File: src/rtl/cbmv_pkg.sv
// Shared widths, register indexes and token types for the complex band matrix-vector multiplier.
package cbmv_pkg;

    localparam int ACC_W           = 40;
    localparam int ROW_W           = 16;
    localparam int N_W             = 17;
    localparam int BW_W            = 4;
    localparam int SLOT_W          = 5;
    localparam int CELL_ID_W       = 6;
    localparam int FLUSH_W         = 4;
    localparam int ROW_BIAS        = 16;
    localparam int CFG_IDX_W       = 2;
    localparam int CFG_DATA_W      = 17;
    localparam int MAX_BAND_DEF    = 32;
    localparam int SAMPLE_BITS_DEF = 16;

    localparam logic [CFG_IDX_W-1:0] REG_N_SIZE   = 2'd0;
    localparam logic [CFG_IDX_W-1:0] REG_LOWER_BW = 2'd1;
    localparam logic [CFG_IDX_W-1:0] REG_UPPER_BW = 2'd2;

    typedef logic signed [ACC_W-1:0] acc_t;

    typedef struct packed {
        logic                 upd;
        logic [CELL_ID_W-1:0] upd_id;
        acc_t                 add_re;
        acc_t                 add_im;
        logic                 rd;
        logic [CELL_ID_W-1:0] rd_id;
        logic [ROW_W-1:0]     row;
        logic                 last_row;
        logic                 clr;
        acc_t                 y_re;
        acc_t                 y_im;
    } token_t;

    typedef struct packed {
        logic [ROW_W-1:0] row;
        acc_t             y_re;
        acc_t             y_im;
        logic             last_row;
    } result_t;

endpackage

File: src/rtl/cbmv_out_buf.sv
// Two-entry output buffer that parts the cell chain from the result channel.
module cbmv_out_buf (
    input  logic              aclk,
    input  logic              aresetn,
    input  logic              in_valid,
    input  cbmv_pkg::result_t in_data,
    output logic              in_ready,
    output logic              out_valid,
    output cbmv_pkg::result_t out_data,
    input  logic              out_ready
);
    import cbmv_pkg::*;

    logic    out_valid_reg, out_valid_next;
    logic    skid_valid_reg, skid_valid_next;
    result_t out_data_reg, out_data_next;
    result_t skid_data_reg, skid_data_next;
    logic    pop;

    assign pop = out_valid_reg && out_ready;

    always_comb begin
        out_valid_next  = out_valid_reg;
        skid_valid_next = skid_valid_reg;
        out_data_next   = out_data_reg;
        skid_data_next  = skid_data_reg;
        if (skid_valid_reg) begin
            if (pop) begin
                out_data_next   = skid_data_reg;
                skid_valid_next = 1'b0;
            end
        end else if (in_valid) begin
            if (!out_valid_reg || pop) begin
                out_data_next  = in_data;
                out_valid_next = 1'b1;
            end else begin
                skid_data_next  = in_data;
                skid_valid_next = 1'b1;
            end
        end else if (pop) begin
            out_valid_next = 1'b0;
        end
    end

    always_ff @(posedge aclk) begin
        if (!aresetn) begin
            out_valid_reg  <= 1'b0;
            skid_valid_reg <= 1'b0;
        end else begin
            out_valid_reg  <= out_valid_next;
            skid_valid_reg <= skid_valid_next;
        end
    end

    always_ff @(posedge aclk) begin
        out_data_reg  <= out_data_next;
        skid_data_reg <= skid_data_next;
    end

    assign in_ready  = !skid_valid_reg;
    assign out_valid = out_valid_reg;
    assign out_data  = out_data_reg;

endmodule

File: config.mk
export PLATFORM = sky130hd
export DESIGN_NAME = cbmv_out_buf
export DESIGN_NICKNAME = d
export VERILOG_FILES = /design/src/rtl/cbmv_pkg.sv /design/src/rtl/cbmv_out_buf.sv
export SDC_FILE = /design/constraint.sdc
export NUM_CORES = 1
export LEC_CHECK = 0
export BUFFER_PORTS_ARGS = -buffer_cell sky130_fd_sc_hd__buf_2
export CAP_MARGIN = 10
export CORE_UTILIZATION = 52
export CTS_CLUSTER_DIAMETER = 100
export CTS_CLUSTER_SIZE = 30
export DETAILED_ROUTE_END_ITERATION = 12
export PLACE_DENSITY = 0.8
export REMOVE_ABC_BUFFERS = 1
export SLEW_MARGIN = 40
export SYNTH_ARGS = -nofsm -noshare
export SYNTH_HDL_FRONTEND = slang
export SYNTH_SLANG_ARGS = --single-unit
File: constraint.sdc
create_clock -name aclk -period 8 [get_ports aclk]
set_clock_uncertainty 0.2 [all_clocks]
set_input_delay 0.8 -clock aclk [delete_from_list [all_inputs] [get_ports aclk]]
set_output_delay 0.8 -clock aclk [all_outputs]
set_load 0.01 [all_outputs]
==> qor.yml <==
p_per_area_mw_per_mm2: 249
diodes: 0
drive_above_1_share_pct: 61.5
required_ns: 7.85
wire_per_inst_um: 17.6
cp-end-kind: "flip-flop"
core_area_mm2: 0.0133
vias: 3673
ys_warn_count: 0
fin_crit_sh_pct: 33.2
die_area_mm2: 0.0142
die_w_um: 119
outcome: "finished clean"
synth_commonest_cells: "edfxtp_1 (194), mux2_2 (97), buf_6 (9)"
cts_buffer_depth: 2
worstPathCellList: "mux2i_1 > a21oi_4 > buf_4 > buf_4"
post_cts_resized: 0
drv_cap: 0
cts_buffers: 17
track_usage_pct: 18.4
final-instance-count-excl-fill: 716
finalMaxSlewViolations: 0
drt_iter0_markers: 192
leakage_nw: 3.30
final-seq-area_mm2: 0.00587
overflow: 0
grt_pass1_wl_um: 19200
die_h_um: 119
finalSetupTns_ns: 0
ys_types: 14
synth_top_area_share_pct: 81.6
path_class: "flip-flop to flip-flop"
area_growth_pct: 23.9
combPwrFrac_pct: 8.5
grt_max_degree: 82
avgSynthCellArea_um2: 22.6
globalplace.congestion: 0.767
synthCells: 316
dp.cells: 684
io_buffers: 199
swShare_pct: 20.8
fmax_ghz: 0.377
critPathTopFamily: "buffers and inverters"
p_int_mw: 1.74
hold_viol: 0
p_seq_share_pct: 55.6
root_buffer: "clkbuf_16"
dp_hpwl_um: 8340
switchingPower_mw: 0.457
nets: 628
ctsHoldBuffers: 0
worstPathArrival_ns: 2.50
clock_latency_ns: 0.42
clkSlewWorstSetupHoldPaths_ns: 0.07
synth-seq-cells: 196
rsz0062_at_grt: "false"
synth.most_common_cell: "edfxtp_1"
synthArstFlopShare_pct: 0
slew-limit-headroom_pct: 49.1
crit_path_frequent_cell: "buf_4"
rows: 42
start_kind: "flip-flop"
tritoncts: "yes"
start_util_pct: 53.7
multi_input_area_mm2: 0.00116
peakVddDrop_v: 0.000136
synth.area.top_cells: "edfxtp_1 (82%), mux2_2 (15%), buf_6 (1.4%)"
cts.sinks: 196
cp_slowest_stage_delay_ns: 0.65
route.detailed.drc: 0
crit_buf_inv: 2
fillers: 935
cp_slowest_cell: "buf_4"
synth_top_cell_by_area: "edfxtp_1"
min_period_ns: 2.66
cts_htree_levels: 4
clock_power_share_pct: 36.0
crit_path_max_fanout: 50
synth_edf_count: 194
whs_ns: 0.345
ant_nets: 0
antenna_found_initial: 0
first_global_vias: 3712
dpl_cell_area_mm2: 0.00830
synth_flop_cell: "edfxtp_1"
seq_area_frac_synth_pct: 82.2
worstMarginPinSlew_ns: 0.764
routed_wl_um: 12600
post_cts_buffers: 0
hold_class: "flip-flop to flip-flop"
finalSetupViolations: 0
io_pins: 200
final_area_mm2: 0.00884
vias_per_cell: 5.13
syn_area_mm2: 0.00714
firstDrtPassIters: 4
==> area by class of cell <==
| cell class | instances | area share, % |
|---|---|---|
| well taps | 176 | 2.49 |
| clock buffers | 19 | 4.89 |
| flip-flops and latches | 196 | 66.4 |
| clock inverters | 13 | 1.32 |
| repair buffers | 203 | 11.6 |
| multi-input cells | 106 | 13.2 |
| inverters | 3 | 0.127 |
==> cell usage in the layout, fill, tap and decap left out, types with 2 or more instances in the layout <==
| cell | Yosys | final |
|---|---|---|
| buf_2 | 2 | 199 |
| buf_4 | 0 | 3 |
| bufinv_16 | 0 | 2 |
| clkbuf_1 | 0 | 2 |
| clkbuf_16 | 0 | 17 |
| clkinv_2 | 0 | 9 |
| edfxtp_1 | 194 | 194 |
| inv_1 | 3 | 3 |
| mux2_2 | 97 | 97 |
==> cell families after synthesis <==
group                  count (synthesis)  synth area share, %
AND/OR/NAND/NOR                        4                0.368
buffers and inverters                 14                 1.72
multiplexers                          98                 15.4
flip-flops                           196                 82.2
AO/OA/AOI/OAI                          4                0.315
==> path summary, 6_finish.rpt <==
path / from / endpoint / slack (ns) / depth (start not counted)
worst max-delay path: skid_valid_reg / out_data[25] / 5.34 / 4
worst max register to register: skid_valid_reg / out_data[25] / 5.34 / 4
worst min-delay path: skid_data_reg[89] / out_data[89] / 0.34 / 1
worst min register to register: skid_data_reg[89] / out_data[89] / 0.34 / 1
==> power groups by stage <==
stage          combinational [mW]  clock [mW]  sequential, mW
6_report                    0.186       0.791            1.22
5_1_grt                     0.201       0.846            1.23
4_1_cts                     0.190       0.804            1.22
3_5_place_dp                0.189           0            1.25
3_3_place_gp                0.183           0            1.24
2_1_floorplan              0.0676           0            1.28
==> metal layers <==
layer / part of all wire (%) / track usage (%) / vias up
li1: - / - / 1686
met1: 40 / 21.7 / 1821
met2: 50 / 30.1 / 141
met3: 6.8 / 6.03 / 25
met4: 2.6 / 9.34 / 0
met5: 0 / 0 / -
==> through the flow <==
stage               total power [mW]  utilization [%]  setup slack [ns]
finish                          2.20             66.5              5.34
global placement                1.43             62.4              5.00
global route                    2.27             66.5              5.24
CTS                             2.22             66.5              5.34
detailed placement              1.43             62.4              4.96
floorplan                       1.35                -            -0.266
Note: power is estimated with default switching activity, not from simulation.
