[src/rtl/cbmv_pkg.sv]
// Shared widths, register indexes and token types for the complex band matrix-vector multiplier.
package cbmv_pkg;

    localparam int ACC_W           = 40;
    localparam int ROW_W           = 16;
    localparam int N_W             = 17;
    localparam int BW_W            = 4;
    localparam int SLOT_W          = 5;
    localparam int CELL_ID_W       = 6;
    localparam int FLUSH_W         = 4;
    localparam int ROW_BIAS        = 16;
    localparam int CFG_IDX_W       = 2;
    localparam int CFG_DATA_W      = 17;
    localparam int MAX_BAND_DEF    = 32;
    localparam int SAMPLE_BITS_DEF = 16;

    localparam logic [CFG_IDX_W-1:0] REG_N_SIZE   = 2'd0;
    localparam logic [CFG_IDX_W-1:0] REG_LOWER_BW = 2'd1;
    localparam logic [CFG_IDX_W-1:0] REG_UPPER_BW = 2'd2;

    typedef logic signed [ACC_W-1:0] acc_t;

    typedef struct packed {
        logic                 upd;
        logic [CELL_ID_W-1:0] upd_id;
        acc_t                 add_re;
        acc_t                 add_im;
        logic                 rd;
        logic [CELL_ID_W-1:0] rd_id;
        logic [ROW_W-1:0]     row;
        logic                 last_row;
        logic                 clr;
        acc_t                 y_re;
        acc_t                 y_im;
    } token_t;

    typedef struct packed {
        logic [ROW_W-1:0] row;
        acc_t             y_re;
        acc_t             y_im;
        logic             last_row;
    } result_t;

endpackage

[src/rtl/cbmv_cell.sv]
// One accumulator cell of the systolic row window: update, read-and-clear, pass the token on.
module cbmv_cell #(
    parameter int CELL_NUM = 0
) (
    input  logic              aclk,
    input  logic              aresetn,
    input  logic              adv,
    input  cbmv_pkg::token_t  tok_in,
    output cbmv_pkg::token_t  tok_out
);
    import cbmv_pkg::*;

    localparam logic [CELL_ID_W-1:0] MY_ID = CELL_ID_W'(CELL_NUM);

    acc_t   acc_re_reg, acc_im_reg;
    acc_t   acc_re_next, acc_im_next;
    acc_t   sum_re, sum_im;
    token_t tok_reg, tok_next;
    logic   hit_upd, hit_rd;

    assign hit_upd = tok_in.upd && (tok_in.upd_id == MY_ID);
    assign hit_rd  = tok_in.rd && (tok_in.rd_id == MY_ID);
    assign sum_re  = acc_re_reg + (hit_upd ? tok_in.add_re : '0);
    assign sum_im  = acc_im_reg + (hit_upd ? tok_in.add_im : '0);

    always_comb begin
        acc_re_next = sum_re;
        acc_im_next = sum_im;
        tok_next    = tok_in;
        if (hit_rd) begin
            tok_next.y_re = sum_re;
            tok_next.y_im = sum_im;
        end
        if (hit_rd || tok_in.clr) begin
            acc_re_next = '0;
            acc_im_next = '0;
        end
    end

    always_ff @(posedge aclk) begin
        if (!aresetn) begin
            acc_re_reg <= '0;
            acc_im_reg <= '0;
            tok_reg    <= '0;
        end else if (adv) begin
            acc_re_reg <= acc_re_next;
            acc_im_reg <= acc_im_next;
            tok_reg    <= tok_next;
        end
    end

    assign tok_out = tok_reg;

endmodule

[config.mk]
export PLATFORM = sky130hd
export DESIGN_NAME = cbmv_cell
export DESIGN_NICKNAME = d
export VERILOG_FILES = /design/src/rtl/cbmv_pkg.sv /design/src/rtl/cbmv_cell.sv
export SDC_FILE = /design/constraint.sdc
export NUM_CORES = 1
export LEC_CHECK = 0
export BUFFER_PORTS_ARGS = -buffer_cell sky130_fd_sc_hd__buf_2
export CAP_MARGIN = 15
export CORE_AREA = 2 2 232 234
export CTS_CLUSTER_DIAMETER = 30
export DETAILED_ROUTE_END_ITERATION = 10
export DIE_AREA = 0 0 234 236
export SLEW_MARGIN = 20
export SYNTH_ARGS = -nofsm -noshare
export SYNTH_HDL_FRONTEND = slang
export SYNTH_SLANG_ARGS = --single-unit
[constraint.sdc]
create_clock -name aclk -period 5.2 [get_ports aclk]
set_input_delay 1.04 -clock aclk [delete_from_list [all_inputs] [get_ports aclk]]
set_output_delay 1.04 -clock aclk [all_outputs]
set_load 0.005 [all_outputs]
==> summary.txt <==
Min path
  – Hold Path Depth: 2
  – Hold Crit Class: reg -> reg
  – Hold Path End: acc_re_reg[26]
  – Hold Crit Start: acc_re_reg[26]

Routing
  – Antenna-violating nets left: 0
  – Total wire length: between 50 and 60 mm
  – Number of DRC markers in iteration 0: 799
  – Drt drc: 0
  – WL per Instance: 18.2 um
  – Vias post-DR: 14000
  – First-pass DRT Iterations: 5
  – Post-DR vias/cell: around 4.9

Global route
  – GRT overflow: 0
  – Gr usage total: 18.4%
  – Number of global-route vias before repair: around 14000
  – Largest net degree at the start of global routing: 84
  – Initial antenna violation count: 1
  – First-pass GRT wire length: between 70 and 80 mm

Synth
  – Syn Nets: approximately 2000
  – Synth cell types: 82
  – Post-synthesis sequential area ratio: 37.2%
  – Syn_area_per_cell: 8.62 um2
  – Post-Synthesis Cell Area: approximately 15000 um2
  – Yosys warns: 0
  – Ys flop type: dfxtp_1
  – Number of flops mapped to enable cells by yosys: 0
  – Post-Syn Instances: ~1700
  – FFs w/ async S/R, synth: 0%
  – Flip-flop and latch count after synthesis: between 200 and 300

Placement
  – Dpl hpwl: roughly 37 mm
  – Input/output buffers: 386
  – Gp weighted congestion: 0.886

Cells and area
  – Most common cell after layout, fill and taps aside: buf_2
  – Layout net count: 2362
  – ANT cells: 0
  – Layout cell share with drive strength beyond 1: 27.5%
  – Max reg flops: 192
  – Final core occ: 37.7%
  – Area Overhead vs Synth: 36.6%
  – Commonest cells after routing, fill and taps aside: buf_2 (385), dfxtp_1 (272), nor2_1 (239)

Worst setup path
  – Crit path DAT: a little over 5 ns
  – Crit Path Class: in -> reg
  – Reg2Reg Depth: 12
  – RR Startpoint: acc_re_reg[0]
  – Slack of the worst reg-to-reg path: 1.85 ns
  – WP data required: 5.66 ns
  – CP max FO: 72
  – Worst reg2reg path endpoint: tok_out[70]
  – Startpoint Class: input pin
  – Worst Setup End Kind: flip-flop

Timing
  – Skew final: 0.0340 ns
  – RSZ-0062 raised after global routing: no
  – Period Utilization, post-route: 90.8%
  – Worst-Margin Slew: 0.906 ns
  – Slew Viols, Final: 0
  – Max Fclk: 0.212 GHz
  – Tmin final: roughly 4.7 ns
  – Final hold violations: 0
  – Setup-failing EPs final: 0
  – Hold WS: 0.453 ns
  – Slew HR: 39.6%

Floorplanning
  – Initial core utilization: about 28%
  – Die Footprint: 55200 um2
  – # IOs: 387
  – Chip height: 236 um
  – Row count: 85
  – Die width: 234 um
  – Core Area: 53100 um2

Power
  – Power Dens Cells: 382 nW/um2
  – Static Leak: approximately 9.7 nW
  – Max VDD drop: 0.000258 V
  – Total chip power: 7.64 mW

Clock tree
  – Post-CTS Resized: 0
  – Root Buffer: clkbuf_16
  – CTS Hold Bufs: 0
  – CTS HTree Levels: 3
  – Cts bufs inserted: 81
  – Setup bufs post-CTS: 0
  – Clock sinks: 272
  – CTS Buffer Depth: 3
  – Clock-pin slew on the worst setup and hold paths: 0.05 ns
  – Latest clock arrival within the worst-skew pair: 0.61 ns
  – CTS tree: yes

Run
  – Maximum Capacitance Violations: 0

Outcome
  – Status: completed
per-stage QoR:
stage                     instances  setup TNS, ns  cell area [um2]  setup WS (ns)
after floorplan                1698              0            14600          0.516
after global placement         2700        -0.0304            17200        -0.0304
after detailed placement       2700         -0.254            17200        -0.0654
after CTS                      2850              0            20000          0.600
after global routing           2850              0            20000          0.150
final                          2850              0            20000          0.480
worst max-delay path, cell delays in order:
cell and delay, ns:
buf_2 0.11, or4_1 0.57, nor4b_4 0.28, buf_12 0.30, and2_1 0.18, ha_1 0.21, fa_1 0.23, a21o_1 0.16
a31o_1 0.19, a41oi_2 0.20, o41ai_2 0.42, o21ai_1 0.21, o21ai_2 0.24, buf_4 0.16, a41oi_1 0.16, o21ai_1 0.20
xnor2_1 0.16, o21ai_0 0.11
metal layers:
| layer | vias up | share of wire, % | track usage, % |
|---|---|---|---|
| met5 | - | 0.025 | 0 |
| met4 | 2 | 2.3 | 6.71 |
| met3 | 79 | 7.1 | 5.08 |
| met2 | 462 | 46 | 29.4 |
| met1 | 6560 | 45 | 23.4 |
| li1 | 6859 | - | - |
where the power goes:
group / internal, mW / switching, mW / total, mW / leakage [nW]
clock network: 3.44 / 1.49 / 4.93 / 1.31
registers: 2.19 / 0.0476 / 2.24 / 2.23
logic: 0.211 / 0.271 / 0.482 / 6.13
total: 5.84 / 1.81 / 7.64 / 9.67
how the worst max path moves through the flow:
stage	start	endpoint	slack, ns	cells past startpoint
after floorplan	tok_in[186]	tok_out[37]	0.52	16
after CTS	tok_in[188]	acc_im_reg[36]	0.60	18
after detailed placement	tok_in[188]	acc_im_reg[36]	-0.07	18
after global placement	tok_in[188]	acc_im_reg[36]	-0.03	18
after global routing	tok_in[186]	tok_out[36]	0.15	18
final	tok_in[186]	acc_im_reg[36]	0.48	18
cells by family (layout without fill, tap and decap cells):
family | Yosys count | in the layout | synth area share, %
compound gates | 466 | 466 | 21.7
fa+ha+maj | 80 | 80 | 6.94
mux | 123 | 123 | 8.41
xor+xnor | 77 | 77 | 4.61
buf+inv | 129 | 585 | 4.08
flops | 272 | 272 | 37.2
simple gates | 551 | 551 | 17.1
synthesized netlist by cell type, types with 3 or more instances:
| library cell | count | area, um2 |
|---|---|---|
| a211o_1 | 6 | 52.6 |
| a211oi_1 | 12 | 90.1 |
| a21boi_0 | 3 | 22.5 |
| a21o_1 | 53 | 398 |
| a21o_2 | 3 | 26.3 |
| a21oi_1 | 118 | 591 |
| a21oi_2 | 3 | 26.3 |
| a22o_1 | 27 | 236 |
| a22oi_1 | 21 | 158 |
| a311oi_1 | 25 | 219 |
| a31oi_1 | 28 | 175 |
| a32o_1 | 3 | 30.0 |
| a32oi_1 | 5 | 43.8 |
| a41oi_1 | 3 | 26.3 |
| and2_1 | 86 | 538 |
| and3_1 | 17 | 106 |
| buf_1 | 13 | 48.8 |
| buf_2 | 5 | 25.0 |
| buf_6 | 4 | 45.0 |
| clkbuf_1 | 83 | 312 |
| clkbuf_8 | 7 | 96.3 |
| dfxtp_1 | 272 | 5450 |
| ha_1 | 78 | 976 |
| inv_1 | 15 | 56.3 |
| mux2i_1 | 123 | 1230 |
| nand2_1 | 140 | 526 |
| nand2b_1 | 3 | 18.8 |
| nand3_1 | 22 | 110 |
| nand4_1 | 10 | 62.6 |
| nor2_1 | 241 | 905 |
| nor2b_1 | 5 | 31.3 |
| nor3_1 | 7 | 35.0 |
| o211ai_1 | 10 | 75.1 |
| o21a_1 | 13 | 97.6 |
| o21ai_0 | 71 | 355 |
| o21ai_1 | 16 | 80.1 |
| o21ai_2 | 3 | 26.3 |
| o21bai_1 | 11 | 82.6 |
| o221ai_1 | 3 | 26.3 |
| o41ai_2 | 4 | 65.1 |
| or3_1 | 4 | 25.0 |
| xnor2_1 | 48 | 420 |
| xor2_1 | 29 | 254 |
layout make-up:
| type | count | area (um2) |
|---|---|---|
| clock inverter | 45 | 528 |
| sequential | 272 | 5450 |
| multi-input combinational | 1297 | 8630 |
| timing repair buffer | 420 | 2210 |
| tap | 696 | 871 |
| inverter | 15 | 61.3 |
| clock buffer | 105 | 2250 |
| fill | 5421 | 33100 |
No activity file was read; power rests on OpenSTA's default activity.
